[config.mk]
export PLATFORM = sky130hd
export DESIGN_NAME = lobm_cell
export DESIGN_NICKNAME = d
export VERILOG_FILES = /design/src/design/lobm_pkg.sv /design/src/design/lobm_cell.sv
export SDC_FILE = /design/constraint.sdc
export NUM_CORES = 1
export LEC_CHECK = 0
export ABC_CLOCK_PERIOD_IN_PS = 3400
export BUFFER_PORTS_ARGS = -buffer_cell sky130_fd_sc_hd__buf_2
export CAP_MARGIN = 30
export CELL_PAD_IN_SITES_DETAIL_PLACEMENT = 1
export CELL_PAD_IN_SITES_GLOBAL_PLACEMENT = 2
export CORE_ASPECT_RATIO = 1.1
export CORE_MARGIN = 2
export CORE_UTILIZATION = 27
export CTS_CLUSTER_SIZE = 16
export DETAILED_ROUTE_END_ITERATION = 12
export GPL_ROUTABILITY_DRIVEN = 1
export PLACE_DENSITY_LB_ADDON = 0.1
export RECOVER_POWER = 25
export SLEW_MARGIN = 25
export SYNTH_ARGS = -nofsm -noshare
export SYNTH_HDL_FRONTEND = slang
export SYNTH_SLANG_ARGS = --single-unit
[constraint.sdc]
create_clock -name i_clk -period 3.4 [get_ports i_clk]
set_input_delay 0 -clock i_clk [delete_from_list [all_inputs] [get_ports i_clk]]
set_output_delay 0 -clock i_clk [all_outputs]
set_load 0.1 [all_outputs]
[src/design/lobm_pkg.sv]
// Shared types and constants for the limit order book matcher.
// Used by lobm_cell and limit_order_book_matcher; no dependencies.
`default_nettype none
package lobm_pkg;

    localparam int BOOK_DEPTH_DEF  = 32;
    localparam int SYMBOL_BITS_DEF = 8;

    localparam logic [5:0] MAX_TRADES = 6'd63;

    localparam logic [1:0] KIND_ADD   = 2'd0;
    localparam logic [1:0] KIND_TRADE = 2'd1;
    localparam logic [1:0] KIND_DONE  = 2'd2;

    localparam logic CMD_ADD   = 1'b0;
    localparam logic CMD_MATCH = 1'b1;
    localparam logic SIDE_BID  = 1'b0;

    localparam logic STATUS_OK   = 1'b0;
    localparam logic STATUS_FULL = 1'b1;

    typedef struct packed {
        logic        cmd;
        logic        side;
        logic [31:0] price;
        logic [31:0] quantity;
        logic [31:0] order_id;
        logic [7:0]  symbol;
    } t_in_word;

    typedef struct packed {
        logic [1:0]  kind;
        logic        status;
        logic [31:0] trade_id;
        logic [31:0] buy_id;
        logic [31:0] sell_id;
        logic [7:0]  trade_symbol;
        logic [31:0] trade_price;
        logic [31:0] trade_quantity;
        logic [5:0]  trade_count;
        logic        last;
    } t_out_word;

    typedef struct packed {
        logic [31:0] price;
        logic [31:0] qty;
        logic [31:0] id;
    } t_order;

    typedef enum logic [1:0] {
        CELL_HOLD,
        CELL_LOAD,
        CELL_TAKE,
        CELL_SUB
    } t_cell_op;

endpackage
`default_nettype wire

[src/design/lobm_cell.sv]
// One resting-order slot of a book side; loads, takes its neighbor, or trades down.
// Depends on lobm_pkg.
`default_nettype none
module lobm_cell #(
    parameter int SYMBOL_BITS = lobm_pkg::SYMBOL_BITS_DEF
) (
    input  wire                    i_clk,
    input  wire                    i_rst_n,
    input  lobm_pkg::t_cell_op     i_op,
    input  lobm_pkg::t_order       i_load,
    input  wire [SYMBOL_BITS-1:0]  i_load_sym,
    input  lobm_pkg::t_order       i_nbr,
    input  wire [SYMBOL_BITS-1:0]  i_nbr_sym,
    input  wire                    i_nbr_valid,
    input  wire [31:0]             i_sub,
    output lobm_pkg::t_order       o_ord,
    output logic [SYMBOL_BITS-1:0] o_sym,
    output logic                   o_valid
);
    import lobm_pkg::*;

    t_order                 r_ord;
    logic [SYMBOL_BITS-1:0] r_sym;
    logic                   r_valid;

    always_ff @(posedge i_clk) begin
        if (!i_rst_n) begin
            r_valid <= 1'b0;
        end else begin
            unique case (i_op)
                CELL_LOAD: r_valid <= 1'b1;
                CELL_TAKE: r_valid <= i_nbr_valid;
                default:   r_valid <= r_valid;
            endcase
        end
    end

    always_ff @(posedge i_clk) begin
        unique case (i_op)
            CELL_LOAD: begin
                r_ord <= i_load;
                r_sym <= i_load_sym;
            end
            CELL_TAKE: begin
                r_ord <= i_nbr;
                r_sym <= i_nbr_sym;
            end
            CELL_SUB: begin
                r_ord.qty <= r_ord.qty - i_sub;
            end
            default: begin
            end
        endcase
    end

    assign o_ord   = r_ord;
    assign o_sym   = r_sym;
    assign o_valid = r_valid;

endmodule
`default_nettype wire

* Yosys cells after proc, flatten, opt, wreduce, memory -nomap -nowiden
Index checks and enable logic that the tools add are counted.
Storage, ports and cells: register bits 105, bits in latches 0, RAM bits 0, ROM bits 0, input bits 245, output and inout port bits 105, word-level logic and storage cells 16, memories kept 0
Operators by class: $add $sub $neg 1, multiply operators 0, div/mod/pow operators 0, order comparisons 0, eq/ne operators 3, shift-type cells 0, muxes and demuxes 5, bitwise operators 0, reductions and logical operators 2
Operator list (number):
- case mux 32 bit (2 select lines) | 2
- case mux 32 bit (3 select lines) | 1
- subtractor 32 bit | 1
- case mux 8 bit (2 select lines) | 1
- == test 2 bit (second input constant) | 2
- nonzero test 3 bit | 1
- == test 2 x 1 -> 1 bit (second input constant) | 1
- case mux 1 bit (2 select lines) | 1
- nonzero test 2 bit | 1

* Depth between registers and ports, before layout
depth in word-level cells 2, depth in mapped cells 10

* Worst setup path after synthesis
OpenSTA, ideal clock, no wires.
kind reg2reg, start reg r_ord (netlist bit o_ord[36]), end reg r_ord (netlist bit o_ord[53]), data pin, setup time 0.264 ns, arrival 2.829 ns, setup slack 0.308 ns, stages on the path, launching flop included 9, clock period less this slack 3.092 ns, cells stage by stage edfxtp_1 ha_1 and2_4 a221oi_4 a211oi_2 or4b_4 a21boi_2 xor2_1 o21ai_1
Between the ends: longest elaborated chain between the ends 2
RTL lines:
- start, declared | RTL line lobm_cell.sv:22 | t_order r_ord;
- start signal, assigned | RTL line lobm_cell.sv:41 | r_ord <= i_load;
- start signal, assigned | RTL line lobm_cell.sv:45 | r_ord <= i_nbr;
- subtractor 32 bit | RTL line lobm_cell.sv:49 | r_ord.qty <= r_ord.qty - i_sub;
- case mux 32 bit (3 select lines) | RTL line lobm_cell.sv:39 | unique case (i_op)
Every way passes these cells. A chain may end at the register's enable or synchronous reset.

* Worst setup path in the final report
start reg r_ord (netlist bit o_ord[32]), end reg r_ord (netlist bit o_ord[60]), data pin
Same word-level chain as after synthesis.

==> impl_results.md <==
* Post-synth EDFFs at 104
* Layout area overhead at 65.70%
* Die X at between 150 and 200 um
* Final Instance Area at around 11000 sq um
* Num CTS Buffers at 9
* # rows at 60
* WP data arrival at 2.81 ns
* Unrepaired setup endpoints after global routing: false
* Vias at approximately 6900
* Detail Placement HPWL at about 21 mm
* Critical Path Fanout Max at 5
* IO Port Bufs at about 350
* Async S/R FF share, synth at 0%
* Top cell types by occurrence after synthesis: edfxtp_1 (104), mux2_2 (72), inv_1 (45)
* R2R Path End: o_ord[60]$_DFFE_PP_
* CP Cell Sequence: inv_1 -> ha_1 -> fa_1 -> nor2b_1 -> o31a_1 -> o31a_1 -> o211ai_1 -> o31ai_1 -> xnor2_1 -> o21ai_0
* Clock sink count at 105
* Grt ovf at 0
* Cell taking the most area after synthesis: edfxtp_1
* Reg2Reg Depth at 10
* CTS tree: yes
* Worst Setup SP: o_ord[32]$_DFFE_PP_
* Type of the worst setup path: reg2reg
* Setup-failing EPs final at 0
* Clk_lat worst skew at around 0.36 ns
* WL final at 28.49 mm
* Routed Antenna Nets at 0
* Post-place instance area at around 8700 sq um
* Overall power at slightly below 6 mW
* DRC Markers at 0
* Outcome: complete, no violations
* Avg Vias per Cell at 4.767
* Initial Utilization at 27.24%
* Worst Skew at between 0.008 and 0.009 ns
* Nets at around 1400
* Slowest stage delay, CP at a little over 0.4 ns
* Worst EP required at 3.50 ns
* CP Capture Type: flip-flop
* Reg area at 3143 sq um
* Layout filler cell count at 2772
* Vias in the first global route at roughly 7700
* Worst Hold Class: in2reg
* Ports at between 300 and 400
* Yosys top cell area share at 47.27%
* Max_slew headroom at about 7%
* First drt pass iteration count at 4
* Power Dens Cells at roughly 530 nW/um^2
* Cells after synthesis at 587
* FMAX at about 0.37 GHz
* CTS root buf: clkbuf_16
* RR Startpoint: o_ord[32]$_DFFE_PP_
* GRT Total Usage at between 20 and 25%
* CTS clk-pin slew, worst paths at approximately 0.09 ns
* Final Slew Violations at 0
* Max cap viols at 0
* Core box area at around 24000 sq um
* Synth Area per Inst at around 11 sq um
* Multi-input combinational cell area at roughly 3200 sq um
* Pin count of the biggest net entering global routing at between 70 and 80
* Die height at roughly 170 um
* Placer Congestion at between 0.8 and 0.9
* Static leakage at 4.805 nW
* Worst-Margin Slew at 1.395 ns
* Fin crit period at 2.709 ns
* Cell Area, Synth at approximately 6600 sq um
* Count leader, synth: edfxtp_1
* Fraction of layout cells with a size suffix above 1 at slightly above 40%
* CP startpoint kind: flip-flop
* Initial antenna violation count at 6
* Synthesis Warnings at 0
* Fin crit share at 79.66%
* VDD IR max at 251.2 uV
* Max Root-Sink Buffers at 2
* Top_reg_cell synth: edfxtp_1
* DR iter-0 viols at 253
* Mapped Nets at 868
* Register area share after synthesis at 47.58%
* CTS H-tree depth at 3
* Wire length per cell at ~20 um
* Critical path capture point: o_ord[60]$_DFFE_PP_
* Final Hold Vio Count at 0
* Most used cell, CP: o31a_1
* Post-synth cell types at 63
* Synth top area cells: edfxtp_1 (47%), mux2_2 (12%), ha_1 (6.6%), o21ai_0 (3.0%), a22oi_1 (2.8%)
* Die Footprint at 25740 sq um
* First-pass GRT wire length at around 43 mm
* CP max-delay cell: fa_1
* TNS Setup at 0 ns
* R2R Setup Slk at 0.69 ns
* CTS resizes at 0
* Post-synthesis register bit count at ~110
[power breakdown]
part / total (mW) / internal, mW / switching (mW) / leakage (nW)
Clock: 1.08 / 0.518 / 0.562 / 0.142
Sequential: 1.73 / 1.66 / 0.0747 / 1.04
Combinational: 2.98 / 0.812 / 2.17 / 3.62
[cell families (layout without fill, tap and decap cells)]
| group | after synthesis | after routing | share of synthesized area [%] |
|---|---|---|---|
| buffers and inverters | 74 | 612 | 4.280 |
| adders and majority gates | 36 | 36 | 6.932 |
| other | 0 | 4 | 0 |
| xor gates and xnor gates | 24 | 24 | 3.182 |
| muxes | 74 | 74 | 12.59 |
| and+or+nand+nor | 103 | 103 | 7.822 |
| AOI/OAI and AO/OA | 171 | 171 | 17.61 |
| DFF | 105 | 105 | 47.58 |
[metal layers]
layer,up-vias,global-route usage [%],part of all wire [%]
li1,3289,-,-
met2,231,42.24,55
met3,34,4.556,5.7
met4,4,7.448,2.3
met1,3301,22.92,37
met5,-,0,0.11
[timing repair]
item,in CTS,in global routing
setup buffers,0,0
hold buffers,196,0
endpoints found under the hold margin,98,0
[worst min-delay path by stage]
stage / depth (start not counted) / from / endpoint / slack [ns]
2_1_floorplan: 2 / i_rst_n / o_valid$_SDFFE_PN0P_ / 0.14
3_3_place_gp: 3 / i_rst_n / o_valid$_SDFFE_PN0P_ / 0.24
3_5_place_dp: 3 / i_rst_n / o_valid$_SDFFE_PN0P_ / 0.26
4_1_cts: 3 / i_load[63] / o_ord[63]$_DFFE_PP_ / 0.005
5_1_grt: 3 / i_load[63] / o_ord[63]$_DFFE_PP_ / 0.02
6_report: 3 / i_load[63] / o_ord[63]$_DFFE_PP_ / 0.002
[final cells by class]
cell class                      count  share of cell area [%]
Antenna cell                        4                 0.09144
Clock buffer                       10                   2.092
Clock inverter                      6                  0.5715
Inverter                           45                   1.543
Multi-Input combinational cell    408                   29.19
Sequential cell                   105                   28.71
Tap cell                          310                   3.543
Timing Repair Buffer              551                   34.26
[worst max-delay path, delay by kind of cell (launching register included)]
kind | cells | cell delay [ns]
fa+ha+maj | 2 | 0.60
xor+xnor | 1 | 0.17
buf+inv | 1 | 0.06
compound gates | 5 | 1.11
simple gates | 1 | 0.17
flops | 1 | 0.35
[stage by stage]
stage,setup slack (ns),cells,utilization (%),hold WS [ns]
2_1_floorplan,0.3077,587,-,0.1383
3_3_place_gp,0.7331,1222,35.85,0.2449
3_5_place_dp,0.6859,1222,35.85,0.2611
4_1_cts,0.6819,1434,45.14,0.004625
5_1_grt,0.4080,1439,45.14,0.02334
6_report,0.6915,1439,45.14,0.001965
[placed cells by master (no fill, tap or decap), types with 13 or more instances in the layout]
| master | n |
|---|---|
| nand2_1 | 26 |
| dlygate4sd3_1 | 196 |
| inv_1 | 45 |
| xnor2_1 | 13 |
| nor2_1 | 26 |
| buf_2 | 348 |
| a21oi_1 | 33 |
| ha_1 | 34 |
| o21ai_0 | 40 |
| a22oi_1 | 25 |
| mux2_2 | 72 |
| edfxtp_1 | 104 |
[state kept, by name, summed over array words and instances (netlist names)]
name and flops:
o_ord 96, o_valid 1, o_sym 8
Power figures use the tool's default switching activity.
